[config.mk]
export PLATFORM = sky130hd
export DESIGN_NAME = isc_fifo
export DESIGN_NICKNAME = d
export VERILOG_FILES = /design/src/hdl/isc_pkg.sv /design/src/hdl/isc_fifo.sv
export SDC_FILE = /design/constraint.sdc
export NUM_CORES = 1
export LEC_CHECK = 0
export ABC_AREA = 1
export BUFFER_PORTS_ARGS = -buffer_cell sky130_fd_sc_hd__clkbuf_2
export CORE_MARGIN = 4
export CORE_UTILIZATION = 25
export DETAILED_ROUTE_END_ITERATION = 12
export GPL_TIMING_DRIVEN = 0
export MAX_ROUTING_LAYER = met4
export PLACE_DENSITY = 0.43
export RECOVER_POWER = 50
export SLEW_MARGIN = 25
export SYNTH_ARGS = -nofsm -noshare
export SYNTH_HDL_FRONTEND = slang
export SYNTH_SLANG_ARGS = --single-unit
[constraint.sdc]
create_clock -name clk -period 1 [get_ports clk]
set_input_delay 0.1 -clock clk [delete_from_list [all_inputs] [get_ports clk]]
set_output_delay 0.1 -clock clk [all_outputs]
set_load 0.01 [all_outputs]
[src/hdl/isc_pkg.sv]
// Shared types, constants and helper functions for the IP status cache.
// No dependencies; every other file in hdl/ but isc_checker refers to this package by scoped names.
package isc_pkg;

  localparam int unsigned TABLE_ENTRIES_DEF = 1024;
  localparam int unsigned HASH_SHIFT        = 12;
  localparam int unsigned QUEUE_DEPTH       = 2;
  localparam logic [31:0] LIFETIME_RST      = 32'd3600;
  localparam logic [31:0] COUNT_MAX         = 32'hFFFF_FFFF;

  typedef enum logic [1:0] {
    OP_STORE  = 2'd0,
    OP_LOOKUP = 2'd1,
    OP_CLEAR  = 2'd2,
    OP_NONE   = 2'd3
  } op_t;

  typedef enum logic [1:0] {
    BK_CLEAR,
    BK_IDLE,
    BK_EXEC
  } bk_state_t;

  // One classified word as it travels from the front to the back.
  typedef struct packed {
    op_t         op;
    logic [31:0] addr;
    logic [31:0] value;
    logic [31:0] now;
    logic [32:0] expiry;
  } item_t;

  // One table slot.
  typedef struct packed {
    logic [31:0] addr;
    logic [31:0] value;
    logic [32:0] expiry;
  } entry_t;

  // Byte-swap the address and add the swapped value shifted down.
  function automatic logic [31:0] slot_hash(input logic [31:0] a);
    logic [31:0] swapped;
    swapped = {a[7:0], a[15:8], a[23:16], a[31:24]};
    return (swapped >> HASH_SHIFT) + swapped;
  endfunction

  function automatic logic [31:0] sat_inc(input logic [31:0] c);
    return (c == COUNT_MAX) ? c : c + 32'd1;
  endfunction

endpackage

[src/hdl/isc_fifo.sv]
// Short queue between the front and back ends of the IP status cache.
// Depth comes from isc_pkg::QUEUE_DEPTH.
module isc_fifo #(
  parameter int unsigned DATA_W = 8
) (
  input  logic              clk,
  input  logic              rst_n,
  input  logic              push,
  input  logic [DATA_W-1:0] push_data,
  input  logic              pop,
  output logic [DATA_W-1:0] head_data,
  output logic              empty,
  output logic              full
);

  localparam int unsigned DEPTH = isc_pkg::QUEUE_DEPTH;
  localparam int unsigned PTR_W = (DEPTH > 1) ? $clog2(DEPTH) : 1;

  logic [DATA_W-1:0] slot_r [DEPTH];
  logic [PTR_W-1:0]  wr_ptr_r, wr_ptr_nxt;
  logic [PTR_W-1:0]  rd_ptr_r, rd_ptr_nxt;
  logic [PTR_W:0]    count_r, count_nxt;

  assign empty     = (count_r == '0);
  assign full      = (count_r == (PTR_W+1)'(DEPTH));
  assign head_data = slot_r[rd_ptr_r];

  always_comb begin
    wr_ptr_nxt = wr_ptr_r;
    rd_ptr_nxt = rd_ptr_r;
    count_nxt  = count_r;
    if (push) begin
      wr_ptr_nxt = (wr_ptr_r == PTR_W'(DEPTH - 1)) ? '0 : wr_ptr_r + PTR_W'(1);
    end
    if (pop) begin
      rd_ptr_nxt = (rd_ptr_r == PTR_W'(DEPTH - 1)) ? '0 : rd_ptr_r + PTR_W'(1);
    end
    if (push && !pop) begin
      count_nxt = count_r + (PTR_W+1)'(1);
    end else if (pop && !push) begin
      count_nxt = count_r - (PTR_W+1)'(1);
    end
  end

  always_ff @(posedge clk) begin
    if (!rst_n) begin
      wr_ptr_r <= '0;
      rd_ptr_r <= '0;
      count_r  <= '0;
    end else begin
      wr_ptr_r <= wr_ptr_nxt;
      rd_ptr_r <= rd_ptr_nxt;
      count_r  <= count_nxt;
    end
  end

  // Payload needs no reset.
  always_ff @(posedge clk) begin
    if (push) begin
      slot_r[wr_ptr_r] <= push_data;
    end
  end

endmodule

==> Word-level counts from Yosys, hierarchy flattened <==
Memory sizes are Yosys's and may differ from the RTL's. A register that Yosys moved wholly into a read port is not among the register bits.
Index checks and enable logic that the tools add are counted.
{ "classes": {"reduce_logical": 6, "n_eq_ne": 1, "n_mux": 8, "addsub": 4} }
{ "ops": {"columns": ["operator", "count"], "rows": [
  ["$mux 1", 6],
  ["$mux 2", 2],
  ["$add 1x1->1 const B", 2],
  ["$add 2x1->2 const B", 1],
  ["$eq 2x2->1 const B", 1],
  ["$logic_and 1x1->1", 2],
  ["$logic_not 1->1", 2],
  ["$logic_not 2->1", 1],
  ["$reduce_bool 2->1", 1],
  ["$sub 2x1->2 const B", 1]
]} }
{ "word_totals": {"reg_bits": 4, "wordCells": 23, "out_inout_bits": 10, "ramBits": 16, "in_bits": 12, "mem_count": 1} }
{ "memory_table": {"columns": ["name", "words", "width", "read_ports", "rd_ports_with_merged_regs", "write_ports", "line_no", "rtl"], "rows": [
  ["slot_r", 2, 8, 1, 1, 1, "isc_fifo.sv:19", "logic [DATA_W-1:0] slot_r [DEPTH];"]
]} }

==> Logic depth before layout (Yosys ltp) <==
{ "depth": {"depth_word": 4, "depth_mapped": 8, "mapped_depth_nobuf": 8} }

==> Worst setup path before layout <==
OpenSTA, ideal clock, no wires.
{ "synth_path": {"path_type": "register -> register", "start": "register wr_ptr_r", "end": "memory slot_r[0][0] (enable)", "slack_ns": -0.058, "setup_time_ns": 0.370, "required_ns": 0.630, "arrival_time_ns": 0.687, "stages_incl_launch_ff": 2, "n_path_buf": 0, "cell_sequence": "dfxtp_1 -> nor2_1"} }
{ "synth_rtl": {"columns": ["element", "line_no", "rtl"], "rows": [
  ["start: declaration", "isc_fifo.sv:20", "logic [PTR_W-1:0] wr_ptr_r, wr_ptr_nxt;"],
  ["start signal: assignment", "isc_fifo.sv:51", "wr_ptr_r <= wr_ptr_nxt;"],
  ["end: declaration", "isc_fifo.sv:19", null]
]} }
Straight into the memory's write port.

==> results_dict.tcl <==
set metrics [dict create \
    grt_pass1_wl_mm 2.34 \
    area_growth_pct 49.6 \
    hold-worst-slack_ps 28.3 \
    first_iter_violations 7 \
    rows 20 \
    fmax_mhz 764 \
    dp_hpwl_um 976 \
    yosysUniqueCellTypes 16 \
    cts.sink_count 21 \
    place_ws_ps -119 \
    gp_congestion 0.660 \
    crit_slowest_cell "dfxtp_2" \
    critPathCaptureType "primary output" \
    antenna_found_initial 0 \
    fillers 319 \
    grt_max_degree 13 \
    start_util 0.261 \
    clk_path_buf_depth 2 \
    clk_pin_slew_ps 110 \
    post-synth-top-area-fraction 0.597 \
    cts-root-buf "clkbuf_4" \
    finalNonFillerCells 137 \
    cp_max_fo 8 \
    crit_arrival_ps 1210 \
    status "finished with violations" \
    hold_class "in -> reg" \
    io_buffer_count 21 \
    clock_latency_ps 300 \
    drive_gt1_frac 0.462 \
    peakVddDrop_mv 0.611 \
    placed_area_um2 967 \
    cts-buffers-inserted 3 \
    mostFrequentLayoutCells "edfxtp_1 (16), mux2_4 (8), dlygate4sd3_1 (8), clkbuf_2 (8), buf_6 (7)" \
    place_inst 123 \
    setup_ws_ps -309 \
    crit_family "flip-flops" \
    nets 107 \
    synth_cells 58 \
    finalHoldViolCount 0 \
    post-route-min-period_ps 1310 \
    setup_viol 9 \
    start_kind "flop" \
    fin_crit_sh 1.31 \
    syn_area_um2 805 \
    yosys-top-cells-area "edfxtp_1 (60%), dfxtp_1 (12%), mux2_2 (11%)" \
    final_common_cell "edfxtp_1" \
    maxCapViolations 0 \
    drt_drc_violations_left 0 \
    cts_htree_levels 1 \
    ys_seq_area_frac 0.722 \
    boundaryPins 22 \
    syn-num-nets 71 \
    ys_ff_latch 21 \
    worst_pin_slew_ps 266 \
    rsz0062_at_grt "yes" \
    maxSlewViolCount 0 \
    die_w_um 64.7 \
    wl_per_cell_um 10.7 \
    final_area_um2 1200 \
    die-area_um2 4190 \
    critPathKind "reg -> out" \
    core_area_um2 3080 \
    power_density_nw_per_um2 1480 \
    final_core_util 0.391 \
    first_pass_iters 2 \
    diodes 0 \
    wirelength_mm 1.46 \
    p_leak_uw 0.000487 \
    path_cells "buf_12 -> mux2_4 -> buf_6" \
    ant_nets 0 \
    required_ps 900 \
    violations "negative setup slack" \
    track_usage 0.0763 \
    grt_pass1_vias 551 \
    slew_headroom 0.822 \
    ys_warn_count 0 \
    cts_tree "yes" \
    grt_overflow 0 \
    cp_num_buf_inv 2 \
    num_vias 519 \
    avgSynthCellArea_um2 13.9 \
    die-height_um 64.7 \
    cpPeakStageDelay_ps 350 \
    finClkSkew_ps 7.25 \
    vias_per_cell 3.79 \
    synth_area_leader_cell "edfxtp_1" \
]
[cells in the mapped netlist (all sizes together)]
| cell type | instances |
|---|---|
| a21oi | 1 |
| o21ai | 1 |
| nand3 | 1 |
| dfxtp | 5 |
| ha | 1 |
| nand4 | 1 |
| nor3 | 1 |
| xnor2 | 1 |
| inv | 9 |
| edfxtp | 16 |
| mux2 | 8 |
| nor2 | 7 |
| nand2 | 5 |
| buf | 1 |
[metrics by stage]
step	power, uW	setup TNS (ps)
6_report	1790	-2440
5_1_grt	1890	-3090
4_1_cts	1770	-2720
3_5_place_dp	1280	-2160
3_3_place_gp	1270	-1990
2_1_floorplan	1180	0
[path summary, 6_finish.rpt]
kind | start | endpoint | slack [ps] | cells after the start
setup reg to reg | count_r[0] | count_r[1] | 80 | 7
hold / removal | rst_n | count_r[1] | 30 | 3
hold reg to reg | rd_ptr_r | rd_ptr_r | 530 | 2
setup / recovery | flop | head_data[3] | -310 | 3
[registers in the layout (all words and copies together) (netlist names), named ones only]
name and count:
rd_ptr_r 1, count_r 2, slot_r 16, wr_ptr_r 1
[where the power goes]
part           internal, uW  total [uW]  leakage (uW)  switching [uW]
combinational           207         357      0.000275             150
sequential             1000        1030      0.000194            31.6
clock                   149         396     0.0000177             247
[area by class of cell]
cell class / instances / area, um^2 / share of cell area
well taps: 44 / 55.1 / 0.0457
plain buffers: 1 / 20.0 / 0.0166
clock inverters: 1 / 5.00 / 0.00416
multi-input cells: 27 / 235 / 0.195
clock buffers: 3 / 22.5 / 0.0187
inverters: 9 / 37.5 / 0.0312
repair buffers: 30 / 230 / 0.191
repair inverters: 1 / 7.51 / 0.00624
flip-flops and latches: 21 / 591 / 0.491
[tightest hold or removal path: cells and delay by family]
kind                   cells  cell delay [ps]
AND/OR/NAND/NOR            2               90
buffers and inverters      1              100
[layer usage]
layer	GRT usage	wire length (um)
met3	0.0312	81
met5	-	0
met4	0.0237	10
met1	0.0813	656
met2	0.129	714
[what timing repair did]
action,CTS,global route
buffers inserted,1,0
hold buffers,8,0
pin swaps,1,1
hold endpoints to repair,16,0
gates resized for setup,20,21
gates cloned,1,0
endpoints found under the setup margin,26,19
[cell families after synthesis]
kind of cell,after synthesis,synth area share
DFF,21,0.722
buffers and inverters,10,0.0482
and+or+nand+nor,15,0.0793
xor gates and xnor gates,1,0.0109
muxes,8,0.112
AOI/OAI and AO/OA,2,0.0124
adders and majority gates,1,0.0155
No activity file was read; power rests on OpenSTA's default activity.
