===== src/hdl/isc_pkg.sv =====
// Shared types, constants and helper functions for the IP status cache.
// No dependencies; every other file in hdl/ but isc_checker refers to this package by scoped names.
package isc_pkg;

  localparam int unsigned TABLE_ENTRIES_DEF = 1024;
  localparam int unsigned HASH_SHIFT        = 12;
  localparam int unsigned QUEUE_DEPTH       = 2;
  localparam logic [31:0] LIFETIME_RST      = 32'd3600;
  localparam logic [31:0] COUNT_MAX         = 32'hFFFF_FFFF;

  typedef enum logic [1:0] {
    OP_STORE  = 2'd0,
    OP_LOOKUP = 2'd1,
    OP_CLEAR  = 2'd2,
    OP_NONE   = 2'd3
  } op_t;

  typedef enum logic [1:0] {
    BK_CLEAR,
    BK_IDLE,
    BK_EXEC
  } bk_state_t;

  // One classified word as it travels from the front to the back.
  typedef struct packed {
    op_t         op;
    logic [31:0] addr;
    logic [31:0] value;
    logic [31:0] now;
    logic [32:0] expiry;
  } item_t;

  // One table slot.
  typedef struct packed {
    logic [31:0] addr;
    logic [31:0] value;
    logic [32:0] expiry;
  } entry_t;

  // Byte-swap the address and add the swapped value shifted down.
  function automatic logic [31:0] slot_hash(input logic [31:0] a);
    logic [31:0] swapped;
    swapped = {a[7:0], a[15:8], a[23:16], a[31:24]};
    return (swapped >> HASH_SHIFT) + swapped;
  endfunction

  function automatic logic [31:0] sat_inc(input logic [31:0] c);
    return (c == COUNT_MAX) ? c : c + 32'd1;
  endfunction

endpackage


===== src/hdl/isc_front.sv =====
// Front end of the IP status cache: decodes the op, forms the slot index
// and the expiry time of each accepted word. Depends on isc_pkg.
module isc_front #(
  parameter int unsigned TABLE_ENTRIES = isc_pkg::TABLE_ENTRIES_DEF,
  localparam int unsigned IDX_W = $clog2(TABLE_ENTRIES)
) (
  input  logic                start,
  input  logic                busy,
  input  logic [1:0]          in_op,
  input  logic [31:0]         in_ip_address,
  input  logic signed [31:0]  in_status_value,
  input  logic [31:0]         in_current_time,
  input  logic [31:0]         lifetime,
  output logic                push,
  output isc_pkg::item_t      push_item,
  output logic [IDX_W-1:0]    push_idx
);

  logic [31:0] hash;

  assign push = start && !busy;
  assign hash = isc_pkg::slot_hash(in_ip_address);

  // Mask to the table size; the result is always below TABLE_ENTRIES.
  assign push_idx = hash[IDX_W-1:0] & IDX_W'(TABLE_ENTRIES - 1);

  always_comb begin
    push_item.op     = isc_pkg::op_t'(in_op);
    push_item.addr   = in_ip_address;
    push_item.value  = in_status_value;
    push_item.now    = in_current_time;
    push_item.expiry = {1'b0, in_current_time} + {1'b0, lifetime};
  end

endmodule


===== config.mk =====
export PLATFORM = sky130hd
export DESIGN_NAME = isc_front
export DESIGN_NICKNAME = d
export VERILOG_FILES = /design/src/hdl/isc_pkg.sv /design/src/hdl/isc_front.sv
export SDC_FILE = /design/constraint.sdc
export NUM_CORES = 1
export LEC_CHECK = 0
export BUFFER_PORTS_ARGS = -buffer_cell sky130_fd_sc_hd__buf_2
export CELL_PAD_IN_SITES_DETAIL_PLACEMENT = 2
export CELL_PAD_IN_SITES_GLOBAL_PLACEMENT = 2
export CORE_UTILIZATION = 19
export DETAILED_ROUTE_END_ITERATION = 12
export GPL_TIMING_DRIVEN = 0
export PLACE_DENSITY_LB_ADDON = 0.05
export SLEW_MARGIN = 20
export SYNTH_ARGS = -nofsm -noshare
export SYNTH_HDL_FRONTEND = slang
export SYNTH_SLANG_ARGS = --single-unit
export TNS_END_PERCENT = 1

===== constraint.sdc =====
create_clock -name vclk -period 8.37
set_input_delay 1.674 -clock vclk [all_inputs]
set_output_delay 1.674 -clock vclk [all_outputs]
set_load 0.01 [all_outputs]

# After elaboration in Yosys (flattened, before gate mapping)
# Cells that the tools add are included.
[totals]
regBits = 0
inputBits = 132
out_inout_bits = 142
elab_cells = 4
[classes]
addsub = 2
reduce_logical = 2
[ops]
columns = ["operator", "count"]
rows = [
  ["$add 32x32->33", 1],
  ["$add 10x10->10", 1],
  ["$logic_and 1x1->1", 1],
  ["$logic_not 1->1", 1],
]

# Logic depth before layout (Yosys ltp)
# Gate-level depths: netlist (run 1).
[depth]
word_depth = 2
mapped_depth = 10
mapped_depth_nobuf = 10

# Least setup slack after synthesis (run 1)
# No wires, ideal clock.
[synth_path]
path_kind = "input to output"
from = "input in_current_time[0]"
to = "output push_item[26] (netlist bit)"
t_arrival_ns = 3.923
required_ns = 6.696
slack_ns = 2.773
path_stages = 10
n_path_buf = 0
path_cell_list = "ha_1 fa_1 a21o_1 a21oi_1 o211ai_1 a32oi_1 nand2_2 or3_1 a31oi_2 xnor2_1"
[synth_rtl]
columns = ["item", "line", "text"]
rows = [
  ["from (decl)", "isc_front.sv:12", "input logic [31:0] in_current_time,"],
  ["to (decl)", "isc_front.sv:15", "output isc_pkg::item_t push_item,"],
]

==> results of run 1 <==
==> area by class of cell <==
cell class	count	area [sq um]	area share, %
Multi-Input combinational cell	268	1980	47.7
Timing Repair Buffer	228	1140	27.6
Inverter	6	22.5	0.544
Tap cell	180	225	5.44
Buffer	106	777	18.8
==> layout by cell type, fill, tap and decap left out, types with 9 or more instances in the layout <==
cell                      instances
sky130_fd_sc_hd__a21oi_1         33
sky130_fd_sc_hd__nor3_1           9
sky130_fd_sc_hd__xnor2_1         23
sky130_fd_sc_hd__ha_1            41
sky130_fd_sc_hd__xor2_1          14
sky130_fd_sc_hd__nand2_1         19
sky130_fd_sc_hd__buf_4           98
sky130_fd_sc_hd__a21o_1          21
sky130_fd_sc_hd__nor2_1          20
sky130_fd_sc_hd__o21ai_0         21
sky130_fd_sc_hd__buf_2          229
==> stage by stage <==
step	total power [W]	utilization [%]	cell area, sq um	instances
global route	0.000374	29.5	4140	788
CTS	0.000344	29.5	4140	788
floorplan	0.000211	-	2780	380
detailed placement	0.000343	29.5	4140	788
finish	0.000336	29.5	4140	788
global placement	0.000336	29.5	4140	788
==> logic make-up (layout without fill, tap and decap cells) <==
kind of cell	count (synthesis)	in the layout	share of synthesized area (%)
buffers and inverters	112	340	28.8
adders and majority gates	43	43	19.9
and+or+nand+nor	78	78	13.8
muxes	1	1	0.361
AOI/OAI and AO/OA	109	109	25.4
xor gates and xnor gates	37	37	11.7
==> metal layers <==
metal / wire (um) / share of wire [%] / up-vias / GRT usage [%]
met5: 0 / 0 / - / 0
met4: 10 / 0.093 / 0 / 0.152
met3: 827 / 7.7 / 2 / 1.39
met2: 5330 / 50 / 145 / 24.6
met1: 4550 / 42 / 1559 / 16.5
li1: - / - / 1711 / -
==> synth_stat cells, drive strengths merged <==
cell and n:
fa 2, clkbuf 5, nand2 20, ha 41, nor2b 5, nor2 20, nand4 6, o211a 1
o31a 1, and3 1, a21o 23, inv 6, o21a 4, nand4b 2, xor2 14, a211oi 3
nor3b 2, a21oi 33, xnor2 23, o21ai 22, o22ai 1, nand3 5, a221oi 2, a211o 1
and4 1, or3 3, mux2i 1, or2 1, a31o 1, o211ai 1, a31oi 2, o311ai 2
nand2b 3, buf 101, o41ai 1, a22oi 1, o21bai 6, a32oi 1, nor3 9, o31ai 3
==> worst paths after layout <==
| check | endpoint | cells past startpoint |
|---|---|---|
| setup / recovery | push_item[26] | 12 |
| hold / removal | push_item[70] | 2 |
==> power breakdown <==
part           leakage [nW]  internal (W)  switching, W
logic                  2.34      0.000160      0.000176
clock network             0             0             0
registers                 0             0             0
total                  2.34      0.000160      0.000176
==> impl_metrics.yaml, run 1 <==
finish:
  number_of_nets_in_the_layout: 785
  n_clock_buffer: 0
  fillerInstances: 1703
  diodes: 0
  seqCellArea_sq_um: 0
  flow.area_growth_from_synthesis_pct: 49.2
  layout-drive-gt1-share_pct: 55.4
  numSequentialCells: 0
setup_path:
  cp_slowest_stage_delay_ns: 0.41
  crit_family: "compound AO/OA/AOI/OAI gates"
  worst_ep_arrival_time_ns: 4.54
  critPathSlowestCell: "sky130_fd_sc_hd__fa_1"
  cp_data_required_time_ns: 6.70
  cell_by_cell_listing_of_the_critical_path: "buf_2, ha_1, fa_1, a21o_1, a21oi_1, o211ai_1, a32oi_1, nand2_2, or3_1, a31oi_2, xnor2_1, buf_2"
  timing.critical_path.to_type: "output port"
  crit_path_frequent_cell: "sky130_fd_sc_hd__buf_2"
  worst_setup_path_start_kind: "input port"
  critPathBufInv: 2
  worst_path_fanout_max: 5
  cp-startpoint: "in_current_time[0]"
  crit_type: "in2out"
timing:
  grt_setup_unrepaired: "no"
  timing_hold_violations_final: 0
  timing.final.setup_violations: 0
  period_needed_ns: 6.21
  timing.fmax_ghz: 0.161
  worst_slew_margin_rel_pct: 63.5
  fin_worst_hold_slack_ns: 3.53
  final_max_slew_viols: 0
  finalSetupTns_ns: 0
  fin_ws_ns: 2.16
  layout_worst_path_cycle_share_pct: 74.2
  worst_slew_pin_slew_ns: 0.542
route:
  drt_first_iter_violations: 32
  detail_route.first_pass.iterations: 2
  wl_per_cell_um: 13.6
  wl_um: 10700
  routed-via-count: 3417
  post_drt_via_cell_ratio: 4.34
  route.detailed.drc: 0
  route.antenna.remaining_nets: 0
global_routing:
  grt_pass1_wl_um: 16300
  grt_max_degree: 10
  grt_antenna_before_repair: 0
  grt_usage_pct: 13.0
  global_route.overflow_total: 0
  first_global_vias: 3475
placement:
  detailedPlace.worstSlack_ns: 2.10
  dp.final_hpwl_um: 9930
  io_buffer_count: 228
  finalWeightedCongestion: 0.797
yosys:
  synth.lib_cells_used.distinct: 49
  synth_fp_nets: 555
  synth.top_cell.area_share_pct: 26.5
  synth-warning-count: 0
  synthTopCellsByArea: "sky130_fd_sc_hd__buf_4 27%, sky130_fd_sc_hd__ha_1 18%, sky130_fd_sc_hd__xnor2_1 7.3%"
  yosysSeqAreaShare_pct: 0
  synthesized_area_sq_mm: 0.00278
  synth.largest_area_cell: "sky130_fd_sc_hd__buf_4"
  avgSynthCellArea_sq_um: 7.30
  cell_count_after_synthesis: 380
power_and_ir_drop:
  leakage_nw: 2.34
  vdd.ir_drop.worst_uv: 24.6
  pwr_density_cell_mw_per_mm2: 81.2
hold_path:
  hold_class: "in2out"
  hold_start: "in_status_value[5]"
cts:
  hold_buffers: 0
  quantity_of_gates_resized_following_cts: 0
  postCtsSetupRepairBufs: 0
run:
  maxCapViolCount: 0
run_status:
  outcome: "complete, no violations"
die:
  die-area_sq_mm: 0.0151
  placeableCoreArea_sq_mm: 0.0140
  die_x_um: 123
  row_count: 43
  start_util_pct: 19.8
  fp.dieH_um: 123
  io-pin-count: 274
Power figures use the tool's default switching activity.
==> run 2: changes to the inputs <==
CORE_UTILIZATION = 17   (was 19)
clock period = 5.98 ns   (was 8.37 ns; I/O delays follow)
==> run 2 against run 1 <==
  * Combinational power up 41%
  * Total power up 41%
  * Global-route usage fell by 0.86 points
  * Clock-buffer cell count is the same
  * Utilization decreased by 3.1 points
  * Flip-flop and latch count unchanged
  * Setup slack worse by 1.4 ns
  * Final cell count up 4.6%
  * Largest cell class unchanged
==> impl_metrics.yaml, run 2 (synthesis results as in run 1) <==
timing:
  timing_hold_violations_final: 0
  timing.fmax_ghz: 0.192
  grt_setup_unrepaired: "no"
  timing.final.setup_violations: 0
  period_needed_ns: 5.22
  worst_slew_margin_rel_pct: 64.6
  finalSetupTns_ns: 0
  final_max_slew_viols: 0
  layout_worst_path_cycle_share_pct: 87.3
  fin_ws_ns: 0.761
  worst_slew_pin_slew_ns: 0.527
placement:
  dpl_cell_area_sq_mm: 0.00419
  dp.final_hpwl_um: 10300
  finalWeightedCongestion: 0.702
  io_buffer_count: 228
  detailedPlace.worstSlack_ns: 0.712
  post-place-cells: 824
setup_path:
  cp_slowest_stage_delay_ns: 0.42
  cp_data_required_time_ns: 4.78
  critPathBufInv: 2
  timing.critical_path.to_type: "output port"
  crit_type: "in2out"
  cell_by_cell_listing_of_the_critical_path: "buf_2, ha_1, fa_1, a21o_1, a21oi_1, o211ai_1, a32oi_1, nand2_2, or3_1, a31oi_2, xnor2_1, buf_2"
  crit_path_frequent_cell: "sky130_fd_sc_hd__buf_2"
  critPathSlowestCell: "sky130_fd_sc_hd__fa_1"
  crit_family: "compound AO/OA/AOI/OAI gates"
  worst_setup_path_start_kind: "input port"
  worst_path_fanout_max: 5
  worst_ep_arrival_time_ns: 4.02
route:
  post_drt_via_cell_ratio: 4.18
  wl_per_cell_um: 13.5
  drt_first_iter_violations: 38
  detail_route.first_pass.iterations: 6
  routed-via-count: 3448
  route.detailed.drc: 0
  route.antenna.remaining_nets: 0
  wl_um: 11200
power_and_ir_drop:
  pwr_density_cell_mw_per_mm2: 113
  vdd.ir_drop.worst_uv: 31.6
  leakage_nw: 2.34
  power_w: 0.000473
global_routing:
  grt_antenna_before_repair: 0
  grt_usage_pct: 12.1
  grt_max_degree: 10
  grt_pass1_wl_um: 17000
  first_global_vias: 3568
  global_route.overflow_total: 0
run_status:
  outcome: "complete, no violations"
finish:
  finalNonFillerCells: 824
  flow.area_growth_from_synthesis_pct: 50.9
  diodes: 0
  fillerInstances: 1991
  fin_area_sq_mm: 0.00419
  n_clock_buffer: 0
  number_of_nets_in_the_layout: 785
  numSequentialCells: 0
  layout_common_cells: "229 x sky130_fd_sc_hd__buf_2, 98 x sky130_fd_sc_hd__buf_4, 41 x sky130_fd_sc_hd__ha_1, 33 x sky130_fd_sc_hd__a21oi_1, 23 x sky130_fd_sc_hd__xnor2_1"
  layout-drive-gt1-share_pct: 55.4
  seqCellArea_sq_um: 0
  mostFrequentLayoutCell: "sky130_fd_sc_hd__buf_2"
cts:
  hold_buffers: 0
  quantity_of_gates_resized_following_cts: 0
  postCtsSetupRepairBufs: 0
die:
  start_util_pct: 17.5
  die_x_um: 130
  die-area_sq_mm: 0.0168
  io-pin-count: 274
  fp.dieH_um: 130
  placeableCoreArea_sq_mm: 0.0159
  row_count: 46
hold_path:
  hold_class: "in2out"
run:
  maxCapViolCount: 0
[run 2: cell counts in the layout (fill, tap and decap cells not counted)]
No cell type changed its count.
[run 2: per-layer routing]
| metal | GRT usage [%] | vias to the layer above | wire (um) |
|---|---|---|---|
| met4 | 0.274 | 0 | 27 |
| met3 | 0.492 | 2 | 554 |
| met1 | 13.9 | 1613 | 4330 |
| met2 | 25.6 | 122 | 6240 |
| met5 | 0 | - | 0 |
| li1 | - | 1711 | - |
[run 2: report_power, final]
part	internal [W]	switching [W]
clock	0	0
combinational	0.000224	0.000250
sequential	0	0
[run 2: final cells by class]
class | instances | area [sq um] | share of cell area [%]
Tap cell | 216 | 270 | 6.46
Timing Repair Buffer | 228 | 1140 | 27.3
Multi-Input combinational cell | 268 | 1980 | 47.2
Inverter | 6 | 22.5 | 0.538
Buffer | 106 | 777 | 18.6
[run 2: worst paths after layout]
| check | startpoint | cells after the start | end |
|---|---|---|---|
| worst max-delay path | in_current_time[0] | 12 | push_item[26] |
| worst min-delay path | in_status_value[15] | 2 | push_item[80] |
[run 2: through the flow]
stage	hold slack (ns)	utilization (%)
global route	2.58	26.4
floorplan	2.44	-
finish	2.58	26.4
CTS	2.58	26.4
detailed placement	2.58	26.4
global placement	2.58	26.4
